**config.mk**
```make
export PLATFORM = sky130hd
export DESIGN_NAME = slot_power_run_sequencer
export DESIGN_NICKNAME = d
export VERILOG_FILES = /design/src/design/sprs_pkg.sv /design/src/design/slot_power_run_sequencer.sv
export SDC_FILE = /design/constraint.sdc
export NUM_CORES = 1
export LEC_CHECK = 0
export ABC_CLOCK_PERIOD_IN_PS = 7100
export BUFFER_PORTS_ARGS = -buffer_cell sky130_fd_sc_hd__buf_2
export CAP_MARGIN = 40
export CORE_AREA = 3 3 95 97
export DETAILED_ROUTE_END_ITERATION = 6
export DIE_AREA = 0 0 98 100
export PLACE_DENSITY = 0.81
export SETUP_SLACK_MARGIN = 0.02
export SLEW_MARGIN = 25
export SYNTH_ARGS = -nofsm -noshare
export SYNTH_HDL_FRONTEND = slang
export SYNTH_SLANG_ARGS = --single-unit
```
**constraint.sdc**
```tcl
create_clock -name clk -period 7.1 [get_ports clk]
set_input_delay 1.42 -clock clk [delete_from_list [all_inputs] [get_ports clk]]
set_output_delay 1.42 -clock clk [all_outputs]
set_load 0.05 [all_outputs]
```
**src/design/sprs_pkg.sv**
```systemverilog
package sprs_pkg;

	localparam int MAX_RES = 5;

	// register select, taken from address bit 2
	localparam logic REG_SLOT_MASK = 1'b0;
	localparam logic REG_SEPARATE_MODE = 1'b1;

	localparam logic [1:0] TGT_SHARED = 2'd2;

	typedef enum logic [1:0] {
		ST_ON    = 2'd0,
		ST_STOP  = 2'd1,
		ST_OFF   = 2'd2,
		ST_START = 2'd3
	} run_state_t;

	typedef enum logic [2:0] {
		OP_RUNNING  = 3'd0,
		OP_MASTER   = 3'd1,
		OP_SLOT     = 3'd2,
		OP_SHUTDOWN = 3'd3,
		OP_ARM_TRIP = 3'd4
	} op_t;

	typedef enum logic [2:0] {
		CMD_START       = 3'd0,
		CMD_STOP        = 3'd1,
		CMD_UP          = 3'd2,
		CMD_DOWN        = 3'd3,
		CMD_MASTER_OFF  = 3'd4,
		CMD_SAVE_MASTER = 3'd5,
		CMD_SAVE_SLOT   = 3'd6
	} cmd_t;

	typedef struct packed {
		logic       v;
		cmd_t       cmd;
		logic [1:0] tgt;
		logic       setting;
	} res_t;

	typedef struct packed {
		run_state_t nxt;
		res_t       e0;
		res_t       e1;
	} mach_t;

	function automatic res_t mk_res(logic v, cmd_t cmd, logic [1:0] tgt, logic setting);
		res_t r;
		r.v = v;
		r.cmd = cmd;
		r.tgt = tgt;
		r.setting = setting;
		return r;
	endfunction

	// one step of the on/off machine; power commands only when pwr is set
	function automatic mach_t mach_step(run_state_t st, logic run, logic goal, logic pwr,
			logic s, logic [1:0] tgt);
		mach_t m;
		m.nxt = st;
		m.e0 = mk_res(1'b0, CMD_START, 2'd0, 1'b0);
		m.e1 = mk_res(1'b0, CMD_START, 2'd0, 1'b0);
		case (st)
			ST_ON: begin
				if (!goal) begin
					if (run) begin
						m.e0 = mk_res(1'b1, CMD_STOP, tgt, 1'b0);
						m.nxt = ST_STOP;
					end else begin
						m.e0 = mk_res(pwr, CMD_DOWN, {1'b0, s}, 1'b0);
						m.nxt = ST_OFF;
					end
				end
			end
			ST_STOP: begin
				if (!run) begin
					if (goal) begin
						m.e0 = mk_res(pwr, CMD_UP, {1'b0, s}, 1'b0);
						m.e1 = mk_res(1'b1, CMD_START, tgt, 1'b0);
						m.nxt = ST_START;
					end else begin
						m.e0 = mk_res(pwr, CMD_DOWN, {1'b0, s}, 1'b0);
						m.nxt = ST_OFF;
					end
				end
			end
			ST_OFF: begin
				if (goal) begin
					if (run) begin
						m.nxt = ST_ON;
					end else begin
						m.e0 = mk_res(pwr, CMD_UP, {1'b0, s}, 1'b0);
						m.e1 = mk_res(1'b1, CMD_START, tgt, 1'b0);
						m.nxt = ST_START;
					end
				end
			end
			ST_START: begin
				if (run) begin
					if (goal) begin
						m.nxt = ST_ON;
					end else begin
						m.e0 = mk_res(1'b1, CMD_STOP, tgt, 1'b0);
						m.nxt = ST_STOP;
					end
				end
			end
			default: m.nxt = st;
		endcase
		return m;
	endfunction

endpackage

```
**src/design/slot_power_run_sequencer.sv**
```systemverilog
// channel  | direction | handshake             | payload
// ---------+-----------+-----------------------+-------------------------------
// event    | in        | evt_valid / evt_stall | opcode, slot, value
// command  | out       | cmd_valid / cmd_stall | command, target, setting, last
// config   | in        | apb (psel, penable)   | paddr, pwdata / prdata
//
// an event is registered in the input register; from there its commands (zero to five)
// are worked out in one pass and loaded into a five-entry result buffer
// the buffer hands out one command per cycle unless cmd_stall holds it, and
// the buffer's drain sets the sustained rate
// an event with no commands passes the input register without a stall
// reset puts both machines in off and clears the other flags; saved switches read on
// a stalled command holds; the input register keeps taking events while the
// buffer drains, and stalls only when it holds an event with commands to load
module slot_power_run_sequencer
	import sprs_pkg::*;
(
	input  logic        clk,
	input  logic        arst_n,
	// configuration port
	input  logic        psel,
	input  logic        penable,
	input  logic        pwrite,
	input  logic [2:2]  paddr,
	input  logic [31:0] pwdata,
	output logic [31:0] prdata,
	output logic        pready,
	// event channel
	input  logic        evt_valid,
	output logic        evt_stall,
	input  logic [2:0]  opcode,
	input  logic        slot,
	input  logic        value,
	// command channel
	output logic        cmd_valid,
	input  logic        cmd_stall,
	output logic [2:0]  command,
	output logic [1:0]  target,
	output logic        setting,
	output logic        last
);

	// configuration registers
	logic [1:0] slot_mask_q;
	logic       sep_q;

	// sequencer state
	run_state_t rs_q [2];
	logic [1:0] run_q;
	logic [1:0] pw_q;
	logic       mgoal_q;
	logic [1:0] sgoal_q;
	logic       msaved_q;
	logic [1:0] ssaved_q;
	logic       shut_q;
	logic       trip_q;

	// input register
	logic       v_s1;
	logic [2:0] op_s1;
	logic       slot_s1;
	logic       value_s1;

	// result buffer
	res_t       rbuf_q [MAX_RES];
	logic [2:0] n_q;
	logic [2:0] rd_q;

	// next-state and generated command list
	run_state_t rs_n [2];
	logic [1:0] run_n;
	logic [1:0] pw_n;
	logic       mgoal_n;
	logic [1:0] sgoal_n;
	logic       msaved_n;
	logic [1:0] ssaved_n;
	logic       shut_n;
	logic       trip_n;
	res_t       cand [MAX_RES];
	res_t       gen [MAX_RES];
	logic [2:0] gen_n;

	logic       cmd_fire;
	logic       drain_done;
	logic       advance;

	//---------------------------------------------------------------
	// configuration port
	//---------------------------------------------------------------
	assign pready = 1'b1;

	always_comb begin
		case (paddr[2])
			REG_SLOT_MASK:     prdata = {30'd0, slot_mask_q};
			REG_SEPARATE_MODE: prdata = {31'd0, sep_q};
			default:           prdata = '0;
		endcase
	end

	always_ff @(posedge clk or negedge arst_n) begin
		if (!arst_n) begin
			slot_mask_q <= 2'b11;
			sep_q <= 1'b0;
		end else if (psel && penable && pwrite && pready) begin
			case (paddr[2])
				REG_SLOT_MASK:     slot_mask_q <= pwdata[1:0];
				REG_SEPARATE_MODE: sep_q <= pwdata[0];
				default:           ;
			endcase
		end
	end

	//---------------------------------------------------------------
	// handshakes
	//---------------------------------------------------------------
	assign cmd_valid = (rd_q != n_q);
	assign cmd_fire = cmd_valid && !cmd_stall;
	// buffer is empty, or its final command leaves this cycle
	assign drain_done = !cmd_valid || (cmd_fire && (rd_q + 3'd1 == n_q));
	assign advance = v_s1 && (drain_done || gen_n == 3'd0);
	assign evt_stall = v_s1 && !advance;

	always_ff @(posedge clk or negedge arst_n) begin
		if (!arst_n) begin
			v_s1 <= 1'b0;
		end else if (!evt_stall) begin
			v_s1 <= evt_valid;
		end
	end

	// payload needs no reset
	always_ff @(posedge clk) begin
		if (evt_valid && !evt_stall) begin
			op_s1 <= opcode;
			slot_s1 <= slot;
			value_s1 <= value;
		end
	end

	//---------------------------------------------------------------
	// one pass: flag update, goals, machines, command list
	//---------------------------------------------------------------
	always_comb begin
		logic       do_act;
		logic       goal0;
		logic       goal1;
		logic       mism;
		logic       proceed;
		run_state_t rs0_mid;
		mach_t      m0;
		mach_t      m1;
		mach_t      ms;
		res_t       pre;
		res_t       a0;
		res_t       a1;
		res_t       b0;
		res_t       b1;
		logic [2:0] pos;

		rs_n[0] = rs_q[0];
		rs_n[1] = rs_q[1];
		run_n = run_q;
		pw_n = pw_q;
		mgoal_n = mgoal_q;
		sgoal_n = sgoal_q;
		msaved_n = msaved_q;
		ssaved_n = ssaved_q;
		shut_n = shut_q;
		trip_n = trip_q;
		do_act = 1'b0;
		pre = mk_res(1'b0, CMD_START, 2'd0, 1'b0);
		a0 = pre;
		a1 = pre;
		b0 = pre;
		b1 = pre;
		proceed = 1'b0;
		rs0_mid = rs_q[0];

		// event itself: flag writes and the leading command
		case (op_s1)
			OP_RUNNING: begin
				run_n[slot_s1] = value_s1;
				do_act = 1'b1;
			end
			OP_MASTER: begin
				pre = mk_res(msaved_q != value_s1, CMD_SAVE_MASTER, 2'd0, value_s1);
				mgoal_n = value_s1;
				msaved_n = value_s1;
				do_act = 1'b1;
			end
			OP_SLOT: begin
				pre = mk_res(ssaved_q[slot_s1] != value_s1, CMD_SAVE_SLOT,
					{1'b0, slot_s1}, value_s1);
				sgoal_n[slot_s1] = value_s1;
				ssaved_n[slot_s1] = value_s1;
				do_act = 1'b1;
			end
			OP_SHUTDOWN: begin
				shut_n = value_s1;
				// trip only matters while the master goal is on
				pre = mk_res(value_s1 && mgoal_q && trip_q, CMD_MASTER_OFF, 2'd0, 1'b0);
				do_act = 1'b1;
			end
			OP_ARM_TRIP: trip_n = value_s1;
			default: ;
		endcase

		goal0 = slot_mask_q[0] && mgoal_n && sgoal_n[0] && !shut_n;
		goal1 = slot_mask_q[1] && mgoal_n && sgoal_n[1] && !shut_n;

		m0 = mach_step(rs_q[0], run_n[0], goal0, 1'b1, 1'b0, 2'd0);
		m1 = mach_step(rs_q[1], run_n[1], goal1, 1'b1, 1'b1, 2'd1);

		// shared worker must be stopped before slot power moves
		mism = (goal0 != pw_q[0]) || (goal1 != pw_q[1]);
		if (mism) begin
			case (rs_q[0])
				ST_ON: begin
					if (run_n[0]) begin
						a0 = mk_res(1'b1, CMD_STOP, TGT_SHARED, 1'b0);
						rs0_mid = ST_STOP;
					end
				end
				ST_STOP: begin
					if (!run_n[0]) begin
						rs0_mid = ST_OFF;
						proceed = 1'b1;
					end
				end
				ST_OFF: proceed = !run_n[0];
				ST_START: begin
					if (run_n[0]) begin
						a0 = mk_res(1'b1, CMD_STOP, TGT_SHARED, 1'b0);
						rs0_mid = ST_STOP;
					end
				end
				default: ;
			endcase
		end else begin
			proceed = 1'b1;
		end
		ms = mach_step(rs0_mid, run_n[0], goal0 || goal1, 1'b0, 1'b0, TGT_SHARED);

		if (do_act) begin
			if (sep_q) begin
				if (slot_mask_q[0]) begin
					a0 = m0.e0;
					a1 = m0.e1;
					rs_n[0] = m0.nxt;
				end else begin
					a0 = mk_res(1'b0, CMD_START, 2'd0, 1'b0);
				end
				if (slot_mask_q[1]) begin
					b0 = m1.e0;
					b1 = m1.e1;
					rs_n[1] = m1.nxt;
				end
			end else begin
				rs_n[0] = rs0_mid;
				if (proceed) begin
					a0 = mk_res(goal0 != pw_q[0], goal0 ? CMD_UP : CMD_DOWN, 2'd0, 1'b0);
					a1 = mk_res(goal1 != pw_q[1], goal1 ? CMD_UP : CMD_DOWN, 2'd1, 1'b0);
					pw_n[0] = goal0;
					pw_n[1] = goal1;
					b0 = ms.e0;
					b1 = ms.e1;
					rs_n[0] = ms.nxt;
				end
			end
		end else begin
			a0 = mk_res(1'b0, CMD_START, 2'd0, 1'b0);
		end

		cand[0] = pre;
		cand[1] = a0;
		cand[2] = a1;
		cand[3] = b0;
		cand[4] = b1;

		// pack the valid candidates to the front, order kept
		for (int j = 0; j < MAX_RES; j++) begin
			gen[j] = mk_res(1'b0, CMD_START, 2'd0, 1'b0);
		end
		pos = 3'd0;
		for (int i = 0; i < MAX_RES; i++) begin
			if (cand[i].v) begin
				gen[pos] = cand[i];
				pos = pos + 3'd1;
			end
		end
		gen_n = pos;
	end

	//---------------------------------------------------------------
	// state update, taken when the event leaves the input register
	//---------------------------------------------------------------
	always_ff @(posedge clk or negedge arst_n) begin
		if (!arst_n) begin
			rs_q[0] <= ST_OFF;
			rs_q[1] <= ST_OFF;
			run_q <= 2'b00;
			pw_q <= 2'b00;
			mgoal_q <= 1'b0;
			sgoal_q <= 2'b00;
			msaved_q <= 1'b1;
			ssaved_q <= 2'b11;
			shut_q <= 1'b0;
			trip_q <= 1'b0;
		end else if (advance) begin
			rs_q[0] <= rs_n[0];
			rs_q[1] <= rs_n[1];
			run_q <= run_n;
			pw_q <= pw_n;
			mgoal_q <= mgoal_n;
			sgoal_q <= sgoal_n;
			msaved_q <= msaved_n;
			ssaved_q <= ssaved_n;
			shut_q <= shut_n;
			trip_q <= trip_n;
		end
	end

	//---------------------------------------------------------------
	// result buffer: loaded whole, drained unless stalled at one transfer per cycle
	//---------------------------------------------------------------
	always_ff @(posedge clk or negedge arst_n) begin
		if (!arst_n) begin
			n_q <= 3'd0;
			rd_q <= 3'd0;
		end else if (advance && gen_n != 3'd0) begin
			n_q <= gen_n;
			rd_q <= 3'd0;
		end else if (cmd_fire) begin
			rd_q <= rd_q + 3'd1;
		end
	end

	always_ff @(posedge clk) begin
		if (advance && gen_n != 3'd0) begin
			for (int k = 0; k < MAX_RES; k++) begin
				rbuf_q[k] <= gen[k];
			end
		end
	end

	always_comb begin
		res_t cur;
		cur = rbuf_q[0];
		for (int k = 0; k < MAX_RES; k++) begin
			if (rd_q == 3'(k)) begin
				cur = rbuf_q[k];
			end
		end
		command = cur.cmd;
		target = cur.tgt;
		setting = cur.setting;
		last = (rd_q + 3'd1 == n_q);
	end

	//---------------------------------------------------------------
	// assertions
	//---------------------------------------------------------------
	a_buf_bounds: assert property (@(posedge clk) disable iff (!arst_n)
		(n_q <= 3'(MAX_RES)) && (rd_q <= n_q))
		else $error("result buffer pointer out of range");

	a_no_overwrite: assert property (@(posedge clk) disable iff (!arst_n)
		(advance && gen_n != 3'd0) |-> drain_done)
		else $error("result buffer loaded while commands still pending");

	a_run_on: assert property (@(posedge clk) disable iff (!arst_n)
		(cmd_fire && !last) |=> cmd_valid)
		else $error("command run ended without a last flag");

	a_single_worker: assert property (@(posedge clk) disable iff (!arst_n)
		(cmd_valid && !sep_q && (command == CMD_START || command == CMD_STOP))
			|-> target == TGT_SHARED)
		else $error("worker command in single mode not aimed at shared worker");

endmodule

```
==> flow_summary_export.csv, run 1 <==
group,metric,value,unit
power,pwr_density_cell,479,nW/um2
clocking,clkLatencyLatePin,0.32,ns
place,placed_cell_area,4750,um2
die,initial_utilization,56.3,%
sta,drv_slew,0,
min_path,holdCritStartpoint,"ssaved_q[0]",
critical_path,critPathArrivalTime,5.28,ns
clocking,clkTransAtPathRegs,0.10,ns
sta,period_needed,6.70,ns
critical_path,crit_required,5.68,ns
critical_path,r2r_start,"op_s1[2]",
sta,fin_ws,0.398,ns
critical_path,crit_chain,"nor4b_4, mux2i_1, o21ai_1, xnor2_2, nor2_1, nor2_1, mux2i_2, inv_1, ha_1, o21ai_0, nor3_2, a41oi_2, a211oi_1, o21ai_0, o21ai_2, nor2_1, nor2_1, and2_1, buf_2",
synth,synth_top_cell_by_area,"edfxtp_1",
power,p_leak,1.99,nW
synth,yosysTopAreaCellShare,17.5,%
sta,skew,0.0157,ns
die,ios,87,
critical_path,worstSetupEndpointType,"output pin",
route,drc,0,
synth,yosysUniqueCellTypes,74,
grt,antenna_found_initial,0,
synth,yosys_warnings,0,
clocking,cts.path.max_buffers,2,
critical_path,path_max_fanout,6,
synth,ys_ff_latch,53,
cells_and_area,n_antenna_cell,0,
synth,ys_top_cells_by_area,"edfxtp_1 (18%), dfrtp_1 (10%), ha_1 (5.9%), buf_4 (5.2%), nor2_1 (4.8%)",
cells_and_area,final_cells,673,
die,coreArea,8220,um2
power,power,2.37,mW
clocking,clock-root-buffer,"clkbuf_8",
clocking,numCtsBuffers,5,
cells_and_area,finalNetCount,634,
power,ir_drop,0.203,mV
synth,synth-edff-count,27,
synth,yosysSeqAreaShare,31.8,%
sta,setup_viol,0,
die,die_area,9800,um2
critical_path,crit_start,"slot_s1",
critical_path,path_class,"flop to output pin",
route,route.vias.total,4024,
critical_path,critPathBufInv,2,
sta,fin_tns_setup,0,ns
sta,holdWs,0.493,ns
min_path,hold_path_class,"flop to flop",
synth,synth_flop_cell,"edfxtp_1",
route,ant_nets,0,
sta,worst_slew_pin_slew,0.818,ns
route,wl,10.9,mm
synth,async_flop_share,49.1,%
die,die_h,100,um
place,io_buffer_count,25,
die,die_w,98,um
synth,syn_area,4630,um2
clocking,cts-htree-levels,2,
sta,maxSlewHeadroom,45.2,%
synth,syn_avg_cell_area,8.54,um2
sta,rsz0062_at_grt,"false",
grt,grt_pass1_vias,3781,
critical_path,cpPeakStageDelay,0.52,ns
cells_and_area,drive_above_1_share,16.7,%
flow_run,drv_cap,0,
route,viasPerCell,5.98,
critical_path,crit_top_cell,"nor2_1",
route,avgRoutedWirePerCell,16.1,um
cells_and_area,area_growth,6.90,%
sta,min_period_over_period,94.4,%
cells_and_area,fill_cells,710,
critical_path,path_delay_family,"compound AO/OA/AOI/OAI gates",
critical_path,slowest_stage,"edfxtp_1",
place,pre_cts_ws,0.260,ns
synth,yosysMostFrequentCell,"nor2_1",
grt,grt_first_pass_wirelength,17.9,mm
die,rows,33,
grt,grt_max_degree,27,
synth,synth_cells,542,
grt,grt_util_all_layers,22.1,%
place,hpwlAfterDp,8.29,mm
clocking,cts_tree,"yes",
sta,hold_viol,0,
grt,grt_overflow,0,
critical_path,startpoint_type,"flop",
place,dp.cells,660,
status,status,"finished clean",
route,dr.pass1.iters,5,
synth,synthTopCellsByCount,"nor2_1 (59), nand2_1 (51), a21oi_1 (35), buf_4 (32), o21ai_0 (32)",
route,drt_iter0_drc,338,
cells_and_area,utilization,60.2,%
sta,fmax,0.149,GHz
cells_and_area,finish.instance_area,4950,um2
place,place.gp.congestion,1.01,
clocking,cts.sinks,53,
metal layers:
layer | GRT usage (%) | wire, um | vias up
met1 | 27.9 | 4580 | 1876
met3 | 2.64 | 701 | 17
met4 | 5.96 | 200 | 0
li1 | - | - | 1958
met2 | 39.9 | 5380 | 173
met5 | 0 | 0 | -
path summary, 6_finish.rpt:
kind,endpoint,slack (ns),cells past startpoint
worst max-delay path,evt_stall,0.40,19
worst min-delay path,ssaved_q[0],0.49,1
worst max register to register,rs_q[3],1.75,18
worst min register to register,ssaved_q[0],0.49,1
max in group asynchronous,n_q[2],5.57,1
min in group asynchronous,shut_q,1.11,1
cell usage in the layout, fill, tap and decap left out, types with 4 or more instances in the layout:
cell,Yosys,routed
a211oi_1,6,6
a21o_1,4,4
a21oi_1,35,34
a221oi_1,8,8
a31oi_1,4,4
and2_1,9,9
buf_2,4,27
buf_4,32,15
clkbuf_8,0,5
conb_1,2,31
dfrtp_1,19,19
dfstp_2,7,7
edfxtp_1,27,27
ha_1,22,21
inv_1,21,21
mux2_2,9,9
mux2i_1,16,15
nand2_1,51,51
nand2b_1,5,5
nand3_1,8,8
nor2_1,59,57
nor2b_1,14,14
nor3_1,18,16
nor4_1,5,5
o211ai_1,7,7
o21a_1,6,6
o21ai_0,32,31
o22ai_1,6,6
o2bb2ai_1,6,6
or2_2,5,5
xnor2_1,14,13
layout make-up:
| class | instances | area, um2 | share of cell area, % |
|---|---|---|---|
| Inverter | 21 | 78.8 | 1.59 |
| Sequential cell | 53 | 1470 | 29.7 |
| Clock inverter | 2 | 13.8 | 0.278 |
| Timing Repair Buffer | 42 | 248 | 5.01 |
| Multi-Input combinational cell | 444 | 2910 | 58.8 |
| Clock buffer | 6 | 93.8 | 1.90 |
| Tap cell | 105 | 131 | 2.66 |
registers in the layout, indices dropped and copies added (netlist names), 3 cells and up:
name,count
n_q,3
op_s1,3
rbuf_q,22
rd_q,3
rs_q,4
logic make-up after synthesis:
kind of cell / after synthesis / share of synthesized area [%]
simple gates: 197 / 21.6
compound gates: 150 / 22.3
buf+inv: 74 / 8.87
flops: 53 / 31.8
mux: 28 / 6.38
fa+ha+maj: 22 / 5.95
xor+xnor: 16 / 3.03
other cells: 2 / 0.162
what timing repair did:
item / 4_1_cts / 5_1_grt
endpoints found under the hold margin: 0 / 0
buffers inserted: 0 / 4
setup endpoints to repair: 1 / 1
pin swaps: 0 / 2
hold buffers: 0 / 0
gates resized for setup: 3 / 9
where the power goes:
group	internal, mW	switching, mW
clock network	0.0917	0.105
logic	0.569	1.06
registers	0.437	0.102
Power figures use the tool's default switching activity.
==> inputs of run 2 (changes only) <==
==> constraint.sdc (replaced) <==
create_clock -name clk -period 7.1 [get_ports clk]
set_input_delay 1.42 -clock clk [delete_from_list [all_inputs] [get_ports clk]]
set_output_delay 1.42 -clock clk [all_outputs]
set_load 0.005 [all_outputs]
==> run 2 against run 1 <==
Net effect:
- clock skew fell by 0.0072 ns
- sequential power barely moved
- worst hold slack got worse by 0.0012 ns
- non-clock buffer count decreased by 2
- maximum frequency shrank 0.43%
- via count rose by 0.97%
- wire length grew 2.9%
- critical endpoint unchanged
- highest routed layer unchanged
==> flow_summary_export.csv, run 2 (same netlist as run 1, synthesis figures left out) <==
group,metric,value,unit
place,place.gp.congestion,0.960,
sta,maxSlewHeadroom,46.3,%
critical_path,cpPeakStageDelay,0.52,ns
die,coreArea,8220,um2
power,ir_drop,0.188,mV
power,p_leak,1.97,nW
sta,worst_slew_pin_slew,0.801,ns
die,die_h,100,um
place,hpwlAfterDp,8.61,mm
cells_and_area,largest-register,"rbuf_q",
critical_path,crit_top_cell,"nor2_1",
route,avgRoutedWirePerCell,16.7,um
sta,fmax,0.149,GHz
critical_path,critPathArrivalTime,5.31,ns
status,status,"finished clean",
power,pwr_density_cell,442,nW/um2
critical_path,path_max_fanout,6,
cells_and_area,largest_reg_flops,22,
min_path,whs_endpoint,"run_q[1]",
route,wl,11.2,mm
die,ios,87,
sta,drv_slew,0,
sta,min_period_over_period,94.8,%
flow_run,drv_cap,0,
cells_and_area,finalNetCount,632,
clocking,numCtsBuffers,5,
grt,grt_util_all_layers,22.5,%
sta,setup_viol,0,
min_path,holdCritStartpoint,"run_q[1]",
sta,period_needed,6.73,ns
route,ant_nets,0,
grt,grt_pass1_vias,3788,
cells_and_area,top_regs,"rbuf_q x22, rs_q x4",
cells_and_area,area_growth,6.00,%
route,drc,0,
min_path,holdPathStages,2,
min_path,hold_path_class,"flop to flop",
route,route.vias.total,4063,
critical_path,r2r_slack,1.68,ns
route,dr.pass1.iters,5,
die,die_area,9800,um2
cells_and_area,n_antenna_cell,0,
sta,fin_tns_setup,0,ns
clocking,clkTransAtPathRegs,0.09,ns
critical_path,r2r_cells,19,
clocking,cts_hold_buf,0,
route,drt_iter0_drc,319,
grt,grt_max_degree,27,
sta,rsz0062_at_grt,"false",
cells_and_area,layout_common_cells,"nor2_1 (57), nand2_1 (51), a21oi_1 (35), o21ai_0 (31), conb_1 (31)",
clocking,cts-htree-levels,2,
sta,hold_viol,0,
critical_path,worstSetupEndpointType,"output pin",
sta,skew,0.00849,ns
clocking,cts.path.max_buffers,2,
critical_path,crit_chain,"nor4b_4, mux2i_1, o21ai_1, xnor2_2, nor2_1, nor2_2, mux2i_4, inv_1, ha_1, o21ai_0, nor3_1, a41oi_1, buf_4, nand3b_1, xnor2_1, o21ai_1, nor2_1, nor2_1, and2_1, buf_2",
clocking,cts.sinks,53,
die,rows,33,
die,initial_utilization,56.3,%
route,viasPerCell,6.06,
place,io_buffer_count,25,
grt,grt_first_pass_wirelength,18.1,mm
clocking,cts_tree,"yes",
grt,antenna_found_initial,0,
critical_path,path_class,"flop to output pin",
cells_and_area,fill_cells,714,
cells_and_area,utilization,59.7,%
critical_path,r2r-end,"rs_q[3]",
cells_and_area,final_common_cell,"nor2_1",
die,die_w,98,um
critical_path,crit_required,5.68,ns
clocking,clkLatencyLatePin,0.30,ns
critical_path,startpoint_type,"flop",
critical_path,r2r_start,"slot_s1",
grt,grt_overflow,0,
cells_and_area,drive_above_1_share,15.4,%
critical_path,slowest_stage,"edfxtp_1",
clocking,clock-root-buffer,"clkbuf_8",
==> run 2: final cells by class <==
type                    instances  area, um2  share of cell area (%)
well taps                     105        131                    2.68
flip-flops and latches         53       1470                    30.0
multi-input cells             444       2900                    59.1
inverters                      21       78.8                    1.61
clock buffers                   7       86.3                    1.76
clock inverters                 1       7.51                   0.153
repair buffers                 40        233                    4.74
==> run 2: where the power goes <==
part / internal, mW / switching [mW]
registers: 0.437 / 0.100
logic: 0.562 / 0.890
clock network: 0.0794 / 0.0973
==> run 2: layer usage <==
| metal | track usage [%] | vias to the layer above | share of wire, % |
|---|---|---|---|
| met5 | 0 | - | 0 |
| met4 | 6.71 | 0 | 1.8 |
| met3 | 2.02 | 19 | 4.5 |
| met2 | 40.2 | 133 | 50 |
| met1 | 29.0 | 1950 | 43 |
| li1 | - | 1961 | - |
==> run 2: critical path, delay by kind of cell (launching register included) <==
family,cells,cell delay (ns)
xor gates and xnor gates,2,0.55
DFF,1,0.52
adders and majority gates,1,0.28
muxes,2,0.68
and+or+nand+nor,8,1.80
buffers and inverters,3,0.45
AOI/OAI and AO/OA,4,0.72
==> run 2: metrics by stage <==
step / cell area (um2) / power, mW / hold WS [ns] / setup slack (ns) / cells
2_1_floorplan: 4740 / 1.60 / 0.449 / 0.995 / 571
3_3_place_gp: 4750 / 1.88 / 0.468 / 0.466 / 659
3_5_place_dp: 4750 / 1.94 / 0.473 / 0.311 / 660
4_1_cts: 4860 / 2.13 / 0.495 / 0.0478 / 668
5_1_grt: 4900 / 2.35 / 0.503 / 0.0531 / 671
6_report: 4900 / 2.17 / 0.492 / 0.370 / 671
==> run 2: repair_timing <==
item,in CTS,in global routing
setup buffers,0,2
resized for setup,2,6
endpoints found under the hold margin,0,0
endpoints found under the setup margin,1,1
==> run 2: worst max-delay path by stage <==
stage | to | slack, ns | depth (start not counted) | startpoint
3_5_place_dp | evt_stall | 0.31 | 19 | op_s1[0]
3_3_place_gp | evt_stall | 0.47 | 19 | op_s1[0]
4_1_cts | evt_stall | 0.05 | 20 | op_s1[0]
2_1_floorplan | evt_stall | 0.99 | 18 | op_s1[0]
5_1_grt | evt_stall | 0.05 | 20 | slot_s1
6_report | evt_stall | 0.37 | 20 | slot_s1
